File: src/pnfc_pkg.sv
package pnfc_pkg;

  // Item widths
  localparam int unsigned CH_W      = 8;
  localparam int unsigned VERDICT_W = 2;
  localparam int unsigned OUT_TDATA_W = 8;

  // Characters the parser looks for
  localparam logic [CH_W-1:0] CH_NUL   = 8'h00;
  localparam logic [CH_W-1:0] CH_SLASH = 8'h2F;
  localparam logic [CH_W-1:0] CH_DOT   = 8'h2E;
  localparam logic [CH_W-1:0] CH_COLON = 8'h3A;

  // Verdict codes
  localparam logic [VERDICT_W-1:0] VERDICT_OK      = 2'd0;
  localparam logic [VERDICT_W-1:0] VERDICT_NOTNORM = 2'd1;
  localparam logic [VERDICT_W-1:0] VERDICT_BAD     = 2'd2;

  // Result of one parser step
  typedef struct packed {
    logic                 emit;
    logic [VERDICT_W-1:0] verdict;
  } pnfc_result_t;

  // ASCII A-Z or a-z
  function automatic logic is_drive_letter(input logic [CH_W-1:0] c);
    is_drive_letter = ((c >= 8'h41) && (c <= 8'h5A)) || ((c >= 8'h61) && (c <= 8'h7A));
  endfunction

endpackage

File: src/pnfc_parser.sv
module pnfc_parser
  import pnfc_pkg::*;
(
  input  logic            clk,
  input  logic            rst_n,
  input  logic            step,
  input  logic [CH_W-1:0] ch,
  output pnfc_result_t    result
);

  typedef enum logic [2:0] {
    ST_START   = 3'd0,
    ST_NORMAL  = 3'd1,
    ST_FIRSTSEP = 3'd2,
    ST_SEP     = 3'd3,
    ST_CUR     = 3'd4,
    ST_PAR     = 3'd5,
    ST_DRIVE   = 3'd6
  } state_t;

  state_t state_r, state_nxt;
  logic   swallow_r, swallow_nxt;
  logic   early;
  logic [VERDICT_W-1:0] early_verdict;
  state_t walk;

  // Walk one byte through the parser
  always_comb begin
    state_nxt     = state_r;
    swallow_nxt   = swallow_r;
    result.emit   = 1'b0;
    result.verdict = VERDICT_OK;
    early         = 1'b0;
    early_verdict = VERDICT_OK;
    walk          = state_r;

    if (swallow_r) begin
      // drop bytes until the terminator re-arms
      if (ch == CH_NUL) begin
        swallow_nxt = 1'b0;
        state_nxt   = ST_START;
      end
    end else if (ch == CH_NUL) begin
      result.emit = 1'b1;
      unique case (state_r)
        ST_NORMAL, ST_FIRSTSEP:    result.verdict = VERDICT_OK;
        ST_SEP, ST_CUR, ST_PAR:    result.verdict = VERDICT_NOTNORM;
        default:                   result.verdict = VERDICT_BAD;
      endcase
      state_nxt = ST_START;
    end else begin
      unique case (state_r)
        ST_NORMAL: begin
          if (ch == CH_SLASH) walk = ST_SEP;
        end
        ST_FIRSTSEP, ST_SEP: begin
          if (ch == CH_SLASH) begin
            early = 1'b1; early_verdict = VERDICT_NOTNORM;
          end else if (ch == CH_DOT) begin
            walk = ST_CUR;
          end else begin
            walk = ST_NORMAL;
          end
        end
        ST_CUR: begin
          if (ch == CH_SLASH) begin
            early = 1'b1; early_verdict = VERDICT_NOTNORM;
          end else if (ch == CH_DOT) begin
            walk = ST_PAR;
          end else begin
            walk = ST_NORMAL;
          end
        end
        ST_PAR: begin
          if (ch == CH_SLASH) begin
            early = 1'b1; early_verdict = VERDICT_NOTNORM;
          end else begin
            walk = ST_NORMAL;
          end
        end
        ST_DRIVE: begin
          early = 1'b1;
          early_verdict = (ch == CH_COLON) ? VERDICT_OK : VERDICT_BAD;
        end
        default: begin
          // start, and the unused code treated as start
          if (is_drive_letter(ch)) begin
            walk = ST_DRIVE;
          end else if (ch == CH_SLASH) begin
            walk = ST_FIRSTSEP;
          end else begin
            early = 1'b1; early_verdict = VERDICT_BAD;
          end
        end
      endcase

      if (early) begin
        result.emit    = 1'b1;
        result.verdict = early_verdict;
        swallow_nxt    = 1'b1;
        state_nxt      = ST_START;
      end else begin
        state_nxt = walk;
      end
    end

    // only a real step produces a result
    result.emit = result.emit & step;
  end

  // Hold parser state
  always_ff @(posedge clk) begin
    if (!rst_n) begin
      state_r   <= ST_START;
      swallow_r <= 1'b0;
    end else if (step) begin
      state_r   <= state_nxt;
      swallow_r <= swallow_nxt;
    end
  end

endmodule

File: src/path_normal_form_checker_core.sv
// Path normal-form checker. Path bytes enter one per item on in_tdata, a zero
// byte ending the path. One verdict item (0 normalized, 1 not normalized,
// 2 invalid format) leaves per path on out_tdata, as soon as it is known: at
// the terminator, or early at a doubled slash, a "." or ".." component, the
// byte after a drive letter, or a bad first byte. Bytes after an early verdict
// give no item until the zero byte re-arms the parser. One byte is taken
// every cycle while the result is not stalled; a byte passes an input
// register and then the parser step into the result register, where its
// verdict is offered. A stalled result stops the parser step; the input
// register then takes at most one more byte and holds it.
module path_normal_form_checker_core
  import pnfc_pkg::*;
(
  input  logic                   clk,
  input  logic                   rst_n,
  input  logic                   in_tvalid,
  output logic                   in_tready,
  input  logic [CH_W-1:0]        in_tdata,   // [7:0] ch
  output logic                   out_tvalid,
  input  logic                   out_tready,
  output logic [OUT_TDATA_W-1:0] out_tdata   // [1:0] verdict, [7:2] zero
);

  logic                 in_valid_r;
  logic [CH_W-1:0]      ch_r;
  logic                 out_valid_r;
  logic [VERDICT_W-1:0] verdict_r;
  logic                 advance;
  pnfc_result_t         result;

  // Pipe moves whenever the result register is free or being taken
  assign advance   = !out_valid_r || out_tready;
  assign in_tready = !in_valid_r || advance;

  pnfc_parser u_parser (
    .clk    (clk),
    .rst_n  (rst_n),
    .step   (in_valid_r && advance),
    .ch     (ch_r),
    .result (result)
  );

  // Input register
  always_ff @(posedge clk) begin
    if (!rst_n) begin
      in_valid_r <= 1'b0;
    end else if (in_tready) begin
      in_valid_r <= in_tvalid;
    end
  end

  always_ff @(posedge clk) begin
    if (in_tvalid && in_tready) begin
      ch_r <= in_tdata;
    end
  end

  // Result register
  always_ff @(posedge clk) begin
    if (!rst_n) begin
      out_valid_r <= 1'b0;
    end else if (advance) begin
      out_valid_r <= result.emit;
    end
  end

  always_ff @(posedge clk) begin
    if (advance && result.emit) begin
      verdict_r <= result.verdict;
    end
  end

  assign out_tvalid = out_valid_r;
  assign out_tdata  = {{(OUT_TDATA_W-VERDICT_W){1'b0}}, verdict_r};

endmodule

File: config.mk
export PLATFORM = sky130hd
export DESIGN_NAME = path_normal_form_checker_core
export DESIGN_NICKNAME = d
export VERILOG_FILES = /design/src/pnfc_pkg.sv /design/src/pnfc_parser.sv /design/src/path_normal_form_checker_core.sv
export SDC_FILE = /design/constraint.sdc
export NUM_CORES = 1
export LEC_CHECK = 0
export BUFFER_PORTS_ARGS = -buffer_cell sky130_fd_sc_hd__buf_2
export CORE_UTILIZATION = 54
export CTS_BUF_LIST = sky130_fd_sc_hd__clkbuf_8
export DETAILED_ROUTE_END_ITERATION = 12
export PLACE_DENSITY = 0.81
export SLEW_MARGIN = 15
export SYNTH_ARGS = -nofsm -noshare
export SYNTH_HDL_FRONTEND = slang
export SYNTH_SLANG_ARGS = --single-unit
export TNS_END_PERCENT = 30
File: constraint.sdc
create_clock -name clk -period 2.5 [get_ports clk]
set_clock_uncertainty 0.15 [all_clocks]
set_input_delay 0.375 -clock clk [delete_from_list [all_inputs] [get_ports clk]]
set_output_delay 0.375 -clock clk [all_outputs]
set_load 0.005 [all_outputs]
Word level (Yosys, flattened, before mapping). Index checks and enable logic that the tools add are counted.

Logic and storage cells: 75. Flip-flop bits (word level): 16. Input port bits: 12.

Magnitude comparators: 4. Mux-type cells: 32. Bitwise operators: 1. Reductions and logical operators: 17. Eq/ne operators: 15.

Operators with widths (number): $mux 3 (15); $eq 8x6->1 const B (3); $ge 8x7->1 const B (2); $le 8x7->1 const B (2); $pmux 3 s5 (1); $ne 4x3->1 const B (3); $mux 1 (10); $eq 3x3->1 const B (3); $logic_not 8->1 (1); $reduce_and 8->1 (1); $reduce_bool 7->1 (1); $eq 3x2->1 const B (2); $mux 2 (3); $pmux 2 s3 (1); $logic_and 1x1->1 (5); $ne 4x1->1 const B (1); $pmux 2 s2 (1); $reduce_or 2->1 (2); $reduce_or 4->1 (1); $eq 3x1->1 const B (1); $logic_or 1x1->1 (3); $ne 3x1->1 const B (1); $pmux 1 s3 (1); $reduce_or 3->1 (1); other kinds (3) (4).

Depth between registers and ports, before layout. Gate-level depths: netlist of run 1.

Depth in word-level cells: 12. Depth in mapped cells: 6. Mapped depth without buffers: 5.

By module. From an unflattened synthesis of run 1, not the netlist that was laid out.

Cell total of the unflattened synthesis: 91. Area total of the unflattened synthesis: 947.2 um^2.

Modules (own cells, without submodules): pnfc_parser (sequential area each 80.1 um^2, instances 1, area each 498.0 um^2, cells each 64); path_normal_form_checker_core (sequential area each 340.3 um^2, instances 1, area each 449.2 um^2, cells each 27).

Worst setup path before layout of run 1. Ideal clock, no wire load.

Path type: register -> register. Start: register ch_r[7]. End: register verdict_r[0] (enable). Arrival: 1.619 ns. Period minus slack after synthesis: 2.098 ns. Required time: 2.021 ns. Path slack: 0.402 ns. Cell stages (with the launch flop): 6. Cell sequence: edfxtp_1 > nor4b_2 > nand3_1 > o221ai_1 > a21oi_1 > nor3_1.

Longest elaborated chain between the ends: 12. Elaborated cells on any way between the ends: 20. Classes of those cells: order compare: 4; eq/ne: 1; mux: 9; bitwise: 1; reduce/logical: 5.

RTL lines: from (decl) (line path_normal_form_checker_core.sv:25) `logic [CH_W-1:0] ch_r;`; from (signal assigned) (line path_normal_form_checker_core.sv:54) `ch_r <= in_tdata;`; $ge 8x7->1 or $le 8x7->1 (tied branches) (line pnfc_pkg.sv:27) `is_drive_letter = ((c >= 8'h41) && (c <= 8'h5A)) || ((c >= 8'h61) && (c <= 8'h7A));`; $logic_and 1x1->1 (line pnfc_pkg.sv:27); $logic_or 1x1->1 (line pnfc_pkg.sv:27); $mux 1 (line pnfc_parser.sv:87) `if (is_drive_letter(ch)) begin`; $pmux 1 s3 (line pnfc_parser.sv:52) `unique case (state_r)`; $mux 1 (line pnfc_parser.sv:43) `end else if (ch == CH_NUL) begin`; $mux 1 (line pnfc_parser.sv:37) `if (swallow_r) begin`; $mux 3 (line pnfc_parser.sv:97) `if (early) begin`; $mux 3 * (line pnfc_parser.sv:43); $mux 3 * (line pnfc_parser.sv:37); $and 1x1->1 * (line pnfc_parser.sv:108) `result.emit = result.emit & step;`; $logic_and 1x1->1 * (line path_normal_form_checker_core.sv:68) `if (advance && result.emit) begin`; to (signal assigned) (line path_normal_form_checker_core.sv:69) `verdict_r <= result.verdict;`; to (decl) (line path_normal_form_checker_core.sv:27) `logic [VERDICT_W-1:0] verdict_r;`.

Every way passes the cells marked *; elsewhere a longest branch is shown, timed or not. The select of a mux whose other input is x is not followed. A chain may end at the register's enable or synchronous reset.

Worst setup path in the final report of run 1. Ends and elaborated chain as after synthesis.

==> run metrics, run 1 <==
crit path DAT ~2100 ps; vias 810; status finished with violations; asr flop ratio synth 0; setup TNS 0 ps; Pwr Density about 550 mW/mm2; core footprint approximately 0.0016 mm2; fin crit share 0.937; PostCTS Resize Cnt 0; placed insts approximately 120; Synth Register Bits 16; global-route wire length before repair approximately 3100 um; largest net degree at the start of global routing 13; violated checks design-rule violations; CTS Buf Count 3; worst-skew pair later-pin latency 250 ps; CP Launch Type register; CTS Root Cell clkbuf_8; worst hold slack approximately 140 ps; CTS tree built; sequential area share after synthesis 0.444; Post-CTS Setup Bufs 0; Layout Cells excl Fill ~130; 1st-iter DRT viols 22; Netlist cell types 38; # rows 14; critical path endpoint category register; DRC violations left 1; die area a little under 0.002 mm2; Hold Fails Final Rpt 0; VDD IR max approximately 0.00042 V; Max stage delay on crit path about 490 ps; initial antenna violation count 0; cell taking the most area after synthesis edfxtp_1; die width ~44 um; WL final between 1500 and 2000 um; Final nets approximately 120; HP Class input pin to register; vias in the first global route ~690; IO buf count 15; Comb pwr share 0.109; CP Max Fanout 5; Warnings, synthesis 0; Net Switching about 0.15 mW; Detail Route Antenna Nets 0; Synth top cells by count 10 x edfxtp_1, 9 x nor2_1, 8 x nand2_1; crit-path cells nor4b_2 -> nand3_1 -> o221ai_1 -> a21oi_1 -> nor3_1; DRT Pass-1 Iters 10; Sw Ratio 0.252; Worst-path clk slew around 60 ps; most frequent cell after synthesis edfxtp_1; Finish-stage setup viols 0; H-tree depth 1; clock network power share 0.349; layout cells sized above 1 0.207; cts hold-fix bufs 0; ant diodes 0; family with the most delay on the worst path simple AND/OR/NAND/NOR gates; Clock Sinks 16; Initial Utilization 0.601; Most used DFF post-synth edfxtp_1; post-layout min period approximately 2300 ps; I/O pin total 22; Overflow after GRT 0; Int Power ~0.43 mW; Placer Congestion slightly below 0.9; CP bufs+invs 0; CP max stage cell edfxtp_1; per-cell routed wire length around 15 um; GRT Util Overall 0.229; Synth-to-Final Area Change 10.4%; Setup Crit Path Kind register to register; Mean Syn Cell Area approximately 9.8 um2; WP data required about 2300 ps; RSZ-0062 raised after global routing no; Slew Limit Fails 0; Vias per Instance between 6 and 7; area share of the leading cell type in the synthesized netlist 0.317; Static Leak between 0.3 and 0.4 nW; cell area after synthesis roughly 950 um2; max capacitance violation total 0; die height 43.9 um; post-synthesis cell count just under 100; Max Freq ~0.43 GHz; clk buf depth 2; Flop pwr share 0.542; Post-synth EDFFs 10; FILL cells 129; Area contributors post-synth edfxtp_1 32%, dfxtp_1 13%, buf_4 4.8%, nor2_1 3.6%, nand2_1 3.2%; Post-DP HPWL roughly 1400 um
-- layer usage --
| layer | track usage | part of all wire | routed length (um) | vias to the layer above |
|---|---|---|---|---|
| li1 | - | - | - | 384 |
| met2 | 0.346 | 0.46 | 879 | 46 |
| met3 | 0.0583 | 0.065 | 124 | 7 |
| met5 | 0 | 0 | 0 | - |
| met1 | 0.295 | 0.44 | 849 | 373 |
| met4 | 0.139 | 0.028 | 54 | 0 |
-- power by group through the flow --
stage          Clock (mW)  Sequential (mW)  Combinational (mW)
6_report            0.202            0.314              0.0630
5_1_grt             0.212            0.317              0.0692
4_1_cts             0.199            0.314              0.0626
3_5_place_dp            0            0.320              0.0620
3_3_place_gp            0            0.318              0.0600
2_1_floorplan           0            0.312              0.0530
-- cells in the final DEF, fill, tap and decap left out, drive strengths merged --
| cell | instances |
|---|---|
| inv | 2 |
| a21o | 2 |
| a211oi | 3 |
| o221ai | 1 |
| nor2b | 2 |
| a21oi | 5 |
| o31ai | 2 |
| nand2 | 8 |
| nor4b | 1 |
| a31o | 3 |
| clkinv | 1 |
| a31oi | 3 |
| buf | 15 |
| a211o | 1 |
| o21a | 1 |
| o21ai | 4 |
| edfxtp | 10 |
| nor3 | 4 |
| nand2b | 1 |
| nand4b | 1 |
| a311oi | 1 |
| o22ai | 1 |
| a2111oi | 2 |
| xnor2 | 1 |
| mux2i | 1 |
| and2 | 1 |
| conb | 6 |
| nand3b | 3 |
| clkbuf | 3 |
| nor4 | 1 |
| and3 | 2 |
| nor2 | 9 |
| nand3 | 3 |
| dfxtp | 6 |
| or3 | 1 |
-- layout make-up --
type | count | area [um2] | share of cell area
multi-input combinational | 74 | 478 | 0.457
sequential | 16 | 420 | 0.402
timing repair buffer | 15 | 75.1 | 0.0718
clock buffer | 3 | 41.3 | 0.0395
tap | 16 | 20.0 | 0.0191
inverter | 2 | 7.51 | 0.00718
clock inverter | 1 | 3.75 | 0.00359
-- worst register-to-register path: stages (launching register included) --
cell      delay [ps]
edfxtp_1         490
nor4b_2          410
nand3_1          190
o221ai_1         360
a21oi_1          130
nor3_1           290
-- path summary, 6_finish.rpt --
check | start | to | slack, ps | cells after the start
min reg2reg | in_valid_r$_SDFFE_PN0N_ | out_tvalid$_SDFFE_PN0P_ | 400 | 2
min | in_tdata[4] | ch_r[4]$_DFFE_PP_ | 140 | 1
max | ch_r[7]$_DFFE_PP_ | verdict_r[0]$_SDFFCE_PP0P_ | 160 | 5
max reg2reg | ch_r[7]$_DFFE_PP_ | verdict_r[0]$_SDFFCE_PP0P_ | 160 | 5
-- cell families (layout without fill, tap and decap cells) --
family	Yosys count	count (layout)	synth area share
AO/OA/AOI/OAI	29	29	0.254
XOR/XNOR	1	1	0.00925
buffers and inverters	12	21	0.0713
flip-flops	16	16	0.444
multiplexers	1	1	0.0106
other	1	6	0.00396
AND/OR/NAND/NOR	37	37	0.207
-- registers in the layout (all words and copies together), names as in the netlist --
name,cells
in_valid_r,1
u_parser.swallow_r,1
ch_r,8
out_tvalid,1
verdict_r,2
u_parser.state_r,3
-- per-stage QoR --
step / power [mW] / area (um2) / setup WS, ps / util
after floorplan: 0.365 / 966 / 402 / -
after global placement: 0.378 / 1000 / 313 / 0.635
after detailed placement: 0.382 / 1000 / 197 / 0.635
after CTS: 0.576 / 1050 / 185 / 0.663
after global routing: 0.598 / 1050 / 53.5 / 0.663
final: 0.580 / 1050 / 159 / 0.663
Power figures use the tool's default switching activity.
==> run 2: changes to the inputs <==
- CORE_ASPECT_RATIO: not set -> 1.5
- CORE_UTILIZATION: 54 -> 40
- PLACE_DENSITY: 0.81 -> 0.63
==> run 2 against run 1 <==
Compared with the run above:
- the flow now finishes without violations
- cell area grew 3.2%
- non-clock buffer count up 2
- critical path depth did not move
- first-iteration DRC count decreased by 32%
- global-route usage shrank 7.6 points
- sequential share of layout area decreased by 1.3 points
- clock power up 13%
- fmax is 3.2% higher
- flip-flop and latch count did not move
==> run metrics, run 2 (same netlist as run 1, synthesis figures left out) <==
layout cells sized above 1 0.230; die height 61.6 um; register area between 400 and 500 um2; Largest regs ch_r x8, u_parser.state_r x3, verdict_r x2; WP data required 2260 ps; per-cell routed wire length 13.2 um; IO buf count 15; RSZ-0062 raised after global routing no; Setup Crit Path Kind register to register; crit path DAT 2030 ps; Synth-to-Final Area Change 14.0%; hold path cells 1; Initial Utilization 0.424; Layout Cells excl Fill roughly 140; die area 0.00257 mm2; commonest non-fill, non-tap cell in the layout buf_2; # rows 21; initial antenna violation count 0; Biggest register ch_r; Slew @ Worst Pin ~540 ps; FILL cells 215; CTS Root Cell clkbuf_8; Static Leak 0.405 nW; Clock Sinks 16; commonest non-fill, non-tap cells in the layout 15 x buf_2, 10 x edfxtp_1, 9 x nor2_1; CP Max Fanout 5; worst r2r path cells 5; ant diodes 0; PostCTS Resize Cnt 0; Overflow after GRT 0; clk buf depth 2; Vias per Instance 5.79; Final nets 126; worst-skew pair later-pin latency about 250 ps; Final Worst Setup Slack between 200 and 250 ps; critical path endpoint category register; vias approximately 800; Slew Limit Fails 0; Worst-path clk slew about 60 ps; Detail Route Antenna Nets 0; CP Launch Type register; Int Power 0.464 mW; vias in the first global route roughly 730; DRT Pass-1 Iters 4; placed insts between 100 and 150; Rel. slew slack 0.630; WL final 1800 um; fin crit share 0.908; cts hold-fix bufs 0; Pwr Density 558 mW/mm2; CTS Buf Count 3; largest net degree at the start of global routing 13; Post-CTS Setup Bufs 0; HP Class input pin to register; Finish-stage setup viols 0; 1st-iter DRT viols 15; Placer Congestion approximately 0.9; VDD IR max 0.000380 V; Comb pwr share 0.102; worst hold slack roughly 140 ps; number of flip-flops in the largest register 8; Setup WS pre-CTS about 290 ps; max capacitance violation total 0; post-layout min period 2270 ps; Max Freq 0.441 GHz; Net Switching 0.139 mW; DRC violations left 0; Hold Fails Final Rpt 0; core footprint around 0.0022 mm2; setup TNS 0 ps; Flop pwr share 0.520; area taken by multi-input logic gates around 480 um2; CTS tree built; global-route wire length before repair roughly 3000 um; Sw Ratio 0.230; status finished clean; clock network power share 0.377; H-tree depth 1; GRT Util Overall 0.154; die width 41.7 um; Post-DP HPWL 1450 um; I/O pin total 22
run 2: routing by layer:
layer | vias up | wire length (um) | track usage
met2 | 22 | 978 | 0.292
li1 | 384 | - | -
met5 | - | 0 | 0
met4 | 0 | 93 | 0.143
met1 | 370 | 672 | 0.138
met3 | 11 | 54 | 0.0264
run 2: path summary, 6_finish.rpt:
path / from / to / slack, ps
max: ch_r[7]$_DFFE_PP_ / verdict_r[1]$_SDFFCE_PP0P_ / 230
min reg2reg: in_valid_r$_SDFFE_PN0N_ / in_valid_r$_SDFFE_PN0N_ / 420
min: in_tdata[5] / ch_r[5]$_DFFE_PP_ / 140
max reg2reg: ch_r[7]$_DFFE_PP_ / verdict_r[1]$_SDFFCE_PP0P_ / 230
run 2: layout make-up:
type,count,share of cell area
multi-input combinational,74,0.443
sequential,16,0.389
timing repair buffer,17,0.0834
clock buffer,4,0.0510
tap,23,0.0267
inverter,2,0.00695
run 2: critical path, cell delays in order (launching register included):
cell and delay, ps:
edfxtp_1 490, nor4b_2 430, nand3_1 190, o221ai_1 250, a21oi_1 80, nor3_1 340
run 2: per-stage QoR:
stage,instance area (um2),total power [mW],utilization
5_1_grt,1080,0.623,0.483
6_report,1080,0.603,0.483
3_3_place_gp,1020,0.380,0.459
3_5_place_dp,1020,0.381,0.459
4_1_cts,1080,0.609,0.483
2_1_floorplan,966,0.365,-
run 2: power groups by stage:
stage | clock network [mW] | registers [mW] | logic (mW)
2_1_floorplan | 0 | 0.312 | 0.0530
3_3_place_gp | 0 | 0.319 | 0.0610
3_5_place_dp | 0 | 0.319 | 0.0620
4_1_cts | 0.234 | 0.313 | 0.0623
5_1_grt | 0.238 | 0.316 | 0.0687
6_report | 0.228 | 0.314 | 0.0617
